### src/design/segment_display_serial_driver_core_defines.svh
// Assertion macros shared by the segment display serial driver RTL.
// Every macro samples on i_clk and is disabled while i_rst_n is low.
`ifndef SEGMENT_DISPLAY_SERIAL_DRIVER_CORE_DEFINES_SVH
`define SEGMENT_DISPLAY_SERIAL_DRIVER_CORE_DEFINES_SVH

// Property that must hold at every clock edge outside reset.
`define SDD_ASSERT(label, prop, msg) \
    label: assert property (@(posedge i_clk) disable iff (!i_rst_n) (prop)) \
        else $error(msg);

// When cond holds, conseq must hold in the next cycle.
`define SDD_ASSERT_NEXT(label, cond, conseq, msg) \
    label: assert property (@(posedge i_clk) disable iff (!i_rst_n) (cond) |=> (conseq)) \
        else $error(msg);

`endif

### src/design/sdd_pkg.sv
// Types, constants and segment tables of the segment display serial driver.
// No dependencies; every other design file except the assertion macro header uses this package.
package sdd_pkg;

    localparam int PAT_W = 16;
    localparam int CNT_W = 4;
    localparam logic [CNT_W-1:0] BIT_LAST = 4'd15;
    localparam logic [7:0] NUM_MAX = 8'd129;
    localparam logic [7:0] NUM_TENS_MIN = 8'd10;
    // Reciprocal of ten as 205 / 2048, exact for every value up to 129.
    localparam logic [15:0] DIV10_MUL = 16'd205;
    localparam int DIV10_SHIFT = 11;

    typedef enum logic {
        OP_NUMBER = 1'b0,
        OP_LETTER = 1'b1
    } t_op;

    typedef struct packed {
        logic       operation;
        logic [7:0] value;
        logic       display_enable;
    } t_in_item;

    typedef struct packed {
        logic serial_data;
        logic strobe_last;
        logic panel_on;
    } t_out_item;

    typedef struct packed {
        logic [PAT_W-1:0] pattern;
        logic             display_enable;
    } t_pat_item;

    // Segment pattern of the tens digit (and the hundreds marks).
    function automatic logic [PAT_W-1:0] tens_seg(input logic [3:0] idx);
        logic [PAT_W-1:0] seg;
        unique case (idx)
            4'd0:    seg = 16'h2A2C;
            4'd1:    seg = 16'h2020;
            4'd2:    seg = 16'h280D;
            4'd3:    seg = 16'h2829;
            4'd4:    seg = 16'h2221;
            4'd5:    seg = 16'h0A29;
            4'd6:    seg = 16'h0A2D;
            4'd7:    seg = 16'h2820;
            4'd8:    seg = 16'h2A2D;
            4'd9:    seg = 16'h2A29;
            4'd10:   seg = 16'h4000;
            4'd11:   seg = 16'h1000;
            4'd12:   seg = 16'h0001;
            default: seg = '0;
        endcase
        return seg;
    endfunction

    // Segment pattern of the ones digit.
    function automatic logic [PAT_W-1:0] ones_seg(input logic [3:0] idx);
        logic [PAT_W-1:0] seg;
        unique case (idx)
            4'd0:    seg = 16'h94D0;
            4'd1:    seg = 16'h0480;
            4'd2:    seg = 16'h90C2;
            4'd3:    seg = 16'h14C2;
            4'd4:    seg = 16'h0492;
            4'd5:    seg = 16'h1452;
            4'd6:    seg = 16'h9452;
            4'd7:    seg = 16'h04C0;
            4'd8:    seg = 16'h94D2;
            4'd9:    seg = 16'h14D2;
            default: seg = '0;
        endcase
        return seg;
    endfunction

    // Letter pattern: upper table entry plus lower table entry, 16-bit wrap.
    function automatic logic [PAT_W-1:0] letter_seg(input logic [2:0] idx);
        logic [PAT_W-1:0] hi;
        logic [PAT_W-1:0] lo;
        unique case (idx)
            3'd0: hi = 16'h0000;
            3'd1: hi = 16'h2A25;
            3'd2: hi = 16'h222C;
            3'd3: hi = 16'h2820;
            3'd4: hi = 16'h2A2C;
            3'd5: hi = 16'h2A24;
            3'd6: hi = 16'h2A25;
            3'd7: hi = 16'h2A24;
        endcase
        unique case (idx)
            3'd3:    lo = 16'h0040;
            3'd5:    lo = 16'h04C0;
            default: lo = 16'h0000;
        endcase
        return hi + lo;
    endfunction

endpackage

### src/design/sdd_if.sv
// Valid/ready stream interfaces for the input and result channels.
// Depends on sdd_pkg for the payload structs.
interface sdd_in_if;
    logic              valid;
    logic              ready;
    sdd_pkg::t_in_item payload;

    modport source (output valid, output payload, input ready);
    modport sink (input valid, input payload, output ready);
endinterface

interface sdd_out_if;
    logic               valid;
    logic               ready;
    sdd_pkg::t_out_item payload;

    modport source (output valid, output payload, input ready);
    modport sink (input valid, input payload, output ready);
endinterface

### src/design/sdd_encode.sv
// Input register and segment pattern register of the display driver.
// Depends on sdd_pkg and sdd_in_if.
module sdd_encode (
    input  logic              i_clk,
    input  logic              i_rst_n,
    sdd_in_if.sink            i_in,
    output sdd_pkg::t_pat_item o_pat,
    output logic              o_pat_valid,
    input  logic              i_pat_ready
);
    import sdd_pkg::*;

    logic             r_in_valid;
    t_in_item         r_in;
    logic             r_pat_valid;
    t_pat_item        r_pat;

    logic             in_xfer;
    logic             s1_take;
    logic [7:0]       sat;
    logic [15:0]      prod;
    logic [3:0]       tens;
    logic [7:0]       rem_full;
    logic [3:0]       ones;
    logic [PAT_W-1:0] n_pattern;

    assign s1_take    = r_in_valid && (!r_pat_valid || i_pat_ready);
    assign i_in.ready = !r_in_valid || s1_take;
    assign in_xfer    = i_in.valid && i_in.ready;

    // Saturate, then split into digits with a reciprocal multiply.
    assign sat      = (r_in.value > NUM_MAX) ? NUM_MAX : r_in.value;
    assign prod     = {8'd0, sat} * DIV10_MUL;
    assign tens     = prod[DIV10_SHIFT +: 4];
    assign rem_full = sat - 8'(8'(tens) * 8'd10);
    assign ones     = rem_full[3:0];

    always_comb begin
        if (t_op'(r_in.operation) == OP_LETTER) begin
            n_pattern = letter_seg(r_in.value[2:0]);
        end else if (sat < NUM_TENS_MIN) begin
            n_pattern = ones_seg(ones);
        end else begin
            n_pattern = tens_seg(tens) + ones_seg(ones);
        end
    end

    always_ff @(posedge i_clk) begin
        if (!i_rst_n) begin
            r_in_valid  <= 1'b0;
            r_pat_valid <= 1'b0;
        end else begin
            r_in_valid <= in_xfer || (r_in_valid && !s1_take);
            if (s1_take) begin
                r_pat_valid <= 1'b1;
            end else if (i_pat_ready) begin
                r_pat_valid <= 1'b0;
            end
        end
    end

    always_ff @(posedge i_clk) begin
        if (in_xfer) begin
            r_in <= i_in.payload;
        end
        if (s1_take) begin
            r_pat.pattern        <= n_pattern;
            r_pat.display_enable <= r_in.display_enable;
        end
    end

    assign o_pat       = r_pat;
    assign o_pat_valid = r_pat_valid;

endmodule

### src/design/sdd_serializer.sv
// Sixteen-bit shift-out stage with a registered result channel.
// Depends on sdd_pkg, sdd_out_if and the project assertion macros.
`include "segment_display_serial_driver_core_defines.svh"

module sdd_serializer (
    input  logic               i_clk,
    input  logic               i_rst_n,
    input  sdd_pkg::t_pat_item i_pat,
    input  logic               i_pat_valid,
    output logic               o_pat_ready,
    sdd_out_if.source          o_out
);
    import sdd_pkg::*;

    logic             r_busy;
    logic [CNT_W-1:0] r_cnt;
    logic [PAT_W-1:0] r_sh;
    logic             r_en;

    logic             last;
    logic             xfer;
    logic             load;

    assign last        = (r_cnt == BIT_LAST);
    assign xfer        = r_busy && o_out.ready;
    assign o_pat_ready = !r_busy || (xfer && last);
    assign load        = i_pat_valid && o_pat_ready;

    always_ff @(posedge i_clk) begin
        if (!i_rst_n) begin
            r_busy <= 1'b0;
            r_cnt  <= '0;
        end else if (load) begin
            r_busy <= 1'b1;
            r_cnt  <= '0;
        end else if (xfer) begin
            r_cnt <= r_cnt + 1'b1;
            if (last) begin
                r_busy <= 1'b0;
            end
        end
    end

    always_ff @(posedge i_clk) begin
        if (load) begin
            r_sh <= i_pat.pattern;
            r_en <= i_pat.display_enable;
        end else if (xfer) begin
            r_sh <= r_sh >> 1;
        end
    end

    assign o_out.valid               = r_busy;
    assign o_out.payload.serial_data = r_sh[0];
    assign o_out.payload.strobe_last = last;
    assign o_out.payload.panel_on    = last && r_en;

    `SDD_ASSERT(a_idle_cnt_zero, !r_busy |-> (r_cnt == '0),
        "bit counter not cleared when idle")
    `SDD_ASSERT_NEXT(a_stall_holds, r_busy && !o_out.ready,
        $stable(r_sh) && $stable(r_cnt) && r_busy, "serializer moved while stalled")
    `SDD_ASSERT_NEXT(a_done_idle, xfer && last && !i_pat_valid, !r_busy,
        "serializer stayed busy after last bit")
    `SDD_ASSERT_NEXT(a_reload, xfer && last && i_pat_valid, r_busy && (r_cnt == '0),
        "waiting pattern not loaded after last bit")

endmodule

### src/design/segment_display_serial_driver_core.sv
// Top level of the segment display serial driver.
// Depends on sdd_pkg, sdd_if, sdd_encode and sdd_serializer.
//
// Usage: each transfer on i_in carries an operation (number or letter), an
// 8-bit value and a display enable level. The block turns it into a 16-bit
// segment pattern and sends that pattern on o_out as sixteen transfers, one
// pattern bit each, least significant bit first. The sixteenth transfer has
// strobe_last set and carries the display enable in panel_on; on the other
// fifteen both are 0.
// Path: an item passes through the input register, the pattern register and
// the serializer shift register before its first bit is offered on o_out.
// Throughput: the serializer shift register sends one bit per cycle while
// o_out.ready is high, and takes the next pattern as the last bit goes out.
// Two more items can be held in the input and pattern registers while a
// pattern is being shifted out, so i_in keeps accepting until those fill.
// Stalls: when o_out.ready is low the current bit holds, and the input side
// backs up only once both holding registers are full.
// Reset: i_rst_n is synchronous and active low; it drops every item in flight
// and leaves o_out.valid low with i_in.ready high.
module segment_display_serial_driver_core (
    input  logic      i_clk,
    input  logic      i_rst_n,
    sdd_in_if.sink    i_in,
    sdd_out_if.source o_out
);
    import sdd_pkg::*;

    t_pat_item pat;
    logic      pat_valid;
    logic      pat_ready;

    // Input register, saturation, digit split and table lookups.
    sdd_encode u_encode (
        .i_clk       (i_clk),
        .i_rst_n     (i_rst_n),
        .i_in        (i_in),
        .o_pat       (pat),
        .o_pat_valid (pat_valid),
        .i_pat_ready (pat_ready)
    );

    // Shift register that emits one pattern bit per output transfer.
    sdd_serializer u_serializer (
        .i_clk       (i_clk),
        .i_rst_n     (i_rst_n),
        .i_pat       (pat),
        .i_pat_valid (pat_valid),
        .o_pat_ready (pat_ready),
        .o_out       (o_out)
    );

endmodule
### src/flat_wrapper.sv
// flat-port wrapper written by rule: the top's interface ports become plain ports
module segment_display_serial_driver_core_flat import sdd_pkg::*;
  (i_clk, i_rst_n, i_in_valid, i_in_payload, i_in_ready, o_out_valid, o_out_payload, o_out_ready);
  sdd_in_if i_in_i ();
  sdd_out_if o_out_i ();
  input  logic i_clk;
  input  logic i_rst_n;
  input wire logic [$bits(i_in_i.valid)-1:0] i_in_valid;
  input wire logic [$bits(i_in_i.payload)-1:0] i_in_payload;
  output wire logic [$bits(i_in_i.ready)-1:0] i_in_ready;
  output wire logic [$bits(o_out_i.valid)-1:0] o_out_valid;
  output wire logic [$bits(o_out_i.payload)-1:0] o_out_payload;
  input wire logic [$bits(o_out_i.ready)-1:0] o_out_ready;
  assign i_in_i.valid = i_in_valid;
  assign i_in_i.payload = i_in_payload;
  assign i_in_ready = i_in_i.ready;
  assign o_out_valid = o_out_i.valid;
  assign o_out_payload = o_out_i.payload;
  assign o_out_i.ready = o_out_ready;
  segment_display_serial_driver_core u_core (.i_clk(i_clk), .i_rst_n(i_rst_n), .i_in(i_in_i), .o_out(o_out_i));
endmodule
### config.mk
export PLATFORM = sky130hd
export DESIGN_NAME = segment_display_serial_driver_core_flat
export DESIGN_NICKNAME = d
export VERILOG_FILES = /design/src/design/sdd_pkg.sv /design/src/design/sdd_if.sv /design/src/design/sdd_encode.sv /design/src/design/sdd_serializer.sv /design/src/design/segment_display_serial_driver_core.sv /design/src/flat_wrapper.sv
export VERILOG_INCLUDE_DIRS = /design/src /design/src/design
export SDC_FILE = /design/constraint.sdc
export NUM_CORES = 1
export LEC_CHECK = 0
export BUFFER_PORTS_ARGS = -buffer_cell sky130_fd_sc_hd__buf_2
export CORE_ASPECT_RATIO = 1.1
export CORE_MARGIN = 2
export CORE_UTILIZATION = 62
export DETAILED_ROUTE_END_ITERATION = 8
export PLACE_DENSITY = 0.84
export REMOVE_ABC_BUFFERS = 1
export SETUP_SLACK_MARGIN = 0.2
export SYNTH_ARGS = -nofsm -noshare
export SYNTH_HDL_FRONTEND = slang
export SYNTH_SLANG_ARGS = --single-unit
### constraint.sdc
create_clock -name i_clk -period 11.9 [get_ports i_clk]
set_clock_uncertainty 0.2 [all_clocks]
set_input_delay 1.19 -clock i_clk [delete_from_list [all_inputs] [get_ports i_clk]]
set_output_delay 1.19 -clock i_clk [all_outputs]
set_load 0.02 [all_outputs]
==> results.txt <==
clock sink total - 55
path type of the worst setup path - reg -> reg
chip width - 79.6 um
sequential share of power - 33.2%
EDFF count, synth - 43
Synth Area in Adders - 23.5%
Synth Area in XOR/XNOR - 4.37%
total grt overflow - 0
# hold bufs at CTS - 0
RSZ-0062 raised after global routing - no
post-synth design cell area - 3890 um^2
total global-route track usage - 22.1%
hold path start - u_core.u_encode.o_pat[0]
Core Region - 6120 um^2
Std-Cell Rows - 30
Leak - 0.00192 uW
top-area cell type share of the netlist area - 33.2%
Post-Synthesis Cells - 360
Post-CTS Setup Inserts - 0
via total after detailed routing - 2623
arrival time at the worst endpoint - 7.36 ns
crit path max fanout - 11
main combinational cell family by area after synthesis - adder cells
VDD IR-drop max - 0.000114 V
cell internal pwr - 439 uW
cts bufs inserted - 5
worst-path cell with the longest stage delay - edfxtp_1
crit path capture type - flip-flop
setup violators final - 0
Crit path top cell by count - ha_1
Combinational Power Share - 52.4%
I/O pin total - 19
mux cell area share after synthesis - 6.56%
most common cell in the netlist - ha_1
WL per Instance - 15.3 um
Area growth, synth to finish - 6.72%
total of max-cap violations - 0
clock network power share - 14.4%
DP Cell Count - 452
Max Fclk - 133 MHz
initial antenna violation count - 0
largest net degree at the start of global routing - 19
residual DRC count - 0
post-synthesis compound-gate area fraction - 9.64%
die height - 87.1 um
post-route insts no fill - 460
sequential fraction of the synthesis area - 39.3%
clock transition at the registers of the reported paths - 0.10 ns
Starting Density - 63.6%
status - finished clean
post-synth top area cell - edfxtp_1
measured slew at the worst slew-check pin - 0.974 ns
Switch Pwr - 299 uW
top post-synthesis cells by area - edfxtp_1 33%, ha_1 18%, dfxtp_1 6.2%
Slew HR - 34.8%
post-CTS sizing - 0
final hold violation count - 0
layout cell share with drive strength beyond 1 - 14.5%
Total Nets Final - 460
Fill cells - 476
Initial DRC Count - 160
Async SR Flop Fraction - 0%
H-tree Lvls - 2
1st-pass router iterations - 5
power density over the cells - 178 nW/um^2
synthesized-area fraction occupied by and/or/nand/nor cells - 10.6%
root buffer cell - clkbuf_8
Port-buffer cells - 18
TritonCTS clock tree - yes
Synth Register Bits - 55
final worst path period share - 63.1%
worst endpoint required time - 11.75 ns
ys flop type - edfxtp_1
Crit. Startpoint - u_core.u_encode.r_in[8]
Synth Area per Inst - 10.8 um^2
Routed Antenna Nets - 0
Worst Hold Class - reg -> reg
fin. max-slew vios - 0
switching share of power - 40.5%
vias per cell - 5.70
vias in the first global route - 2585
Ant. Diodes - 0
setup TNS - 0 ns
Distinct cells, synth - 52
die area - 6930 um^2
Reg-to-Reg Start - u_core.u_encode.r_in[8]
DRT Wirelength - 7.04 mm
critical path's largest stage delay - 0.57 ns
synth cell count leaders - 57 x ha_1, 48 x inv_1, 43 x edfxtp_1
post-layout min period - 7.50 ns
worst skew pair latency - 0.32 ns
CTS max path bufs - 2
Synth Warn # - 0
Worst setup SP type - flip-flop
HPWL after DPL - 5.52 mm
first-pass GRT wire length - 11.7 mm
Placer Congestion - 0.944
critical path: cells and delay by family, from the launching register on:
kind / cells / cell delay (ns)
AO/OA/AOI/OAI: 5 / 0.81
XOR/XNOR: 5 / 1.45
adder cells (fa/ha/maj): 8 / 2.46
buffers and inverters: 5 / 0.55
flip-flops: 1 / 0.57
multiplexers: 1 / 0.33
AND/OR/NAND/NOR: 4 / 0.84
power by group through the flow:
stage / Clock, uW / Sequential [uW] / Combinational (uW)
2_1_floorplan: 0 / 247 / 291
3_3_place_gp: 0 / 249 / 356
3_5_place_dp: 0 / 250 / 373
4_1_cts: 107 / 245 / 381
5_1_grt: 114 / 247 / 430
6_report: 106 / 245 / 387
registers in the layout, summed over array words and instances, names as in the netlist, named ones only:
name,cells
u_core.u_encode.o_pat,16
u_core.u_encode.o_pat_valid,1
u_core.u_encode.r_in,10
u_core.u_encode.r_in_valid,1
u_core.u_serializer.o_out.valid,1
u_core.u_serializer.r_cnt,4
u_core.u_serializer.r_en,1
u_core.u_serializer.r_sh,16
layer usage:
layer	wire length [um]	share of wire (%)	global-route usage (%)
met5	0	0	0
met2	3370	48	38.3
met1	3110	44	27.9
met3	379	5.4	3.73
met4	180	2.6	7.68
kinds of logic after synthesis:
logic type,after synthesis
flip-flops,55
AO/OA/AOI/OAI,54
buffers and inverters,58
XOR/XNOR,17
adder cells (fa/ha/maj),67
multiplexers,23
AND/OR/NAND/NOR,86
layout make-up:
type | instances | area (um^2) | share of cell area, %
tap | 80 | 100 | 2.41
inverter | 49 | 184 | 4.43
clock buffer | 5 | 68.8 | 1.66
clock inverter | 3 | 23.8 | 0.572
timing repair buffer | 21 | 113 | 2.71
multi-input combinational | 247 | 2130 | 51.4
sequential | 55 | 1530 | 36.9
cells in the final DEF, fill, tap and decap left out, drive strengths merged, types with 2 or more instances in the layout:
master / count
xnor2: 10
mux2i: 6
a21oi: 14
a21o: 3
o31ai: 2
and3: 2
nor2: 24
nand4: 2
ha: 57
and2: 3
a22o: 4
buf: 21
nand3: 9
inv: 50
fa: 10
nor4: 3
dfxtp: 12
clkbuf: 5
o21a: 2
nand2b: 5
nor3: 5
o32ai: 2
a21boi: 3
edfxtp: 43
mux2: 17
a31oi: 2
nand2: 24
nor2b: 5
o22ai: 2
o21ai: 12
xor2: 6
path summary, 6_finish.rpt:
kind,cells past startpoint,end,slack (ns)
setup / recovery,28,u_core.u_encode.o_pat[15],4.40
setup reg to reg,28,u_core.u_encode.o_pat[15],4.40
hold reg to reg,0,u_core.u_serializer.r_en,0.23
hold / removal,0,u_core.u_serializer.r_en,0.23
metrics by stage:
| step | hold WS, ns | utilization, % | setup WS [ns] | cell area (um^2) | power (uW) |
|---|---|---|---|---|---|
| 2_1_floorplan | 0.200 | - | 5.27 | 3840 | 538 |
| 3_3_place_gp | 0.209 | 66.4 | 4.89 | 4060 | 605 |
| 3_5_place_dp | 0.210 | 66.4 | 4.55 | 4060 | 622 |
| 4_1_cts | 0.233 | 67.9 | 4.47 | 4160 | 733 |
| 5_1_grt | 0.258 | 67.9 | 3.79 | 4160 | 792 |
| 6_report | 0.229 | 67.9 | 4.40 | 4160 | 738 |
(Power assumes the default switching activity.)
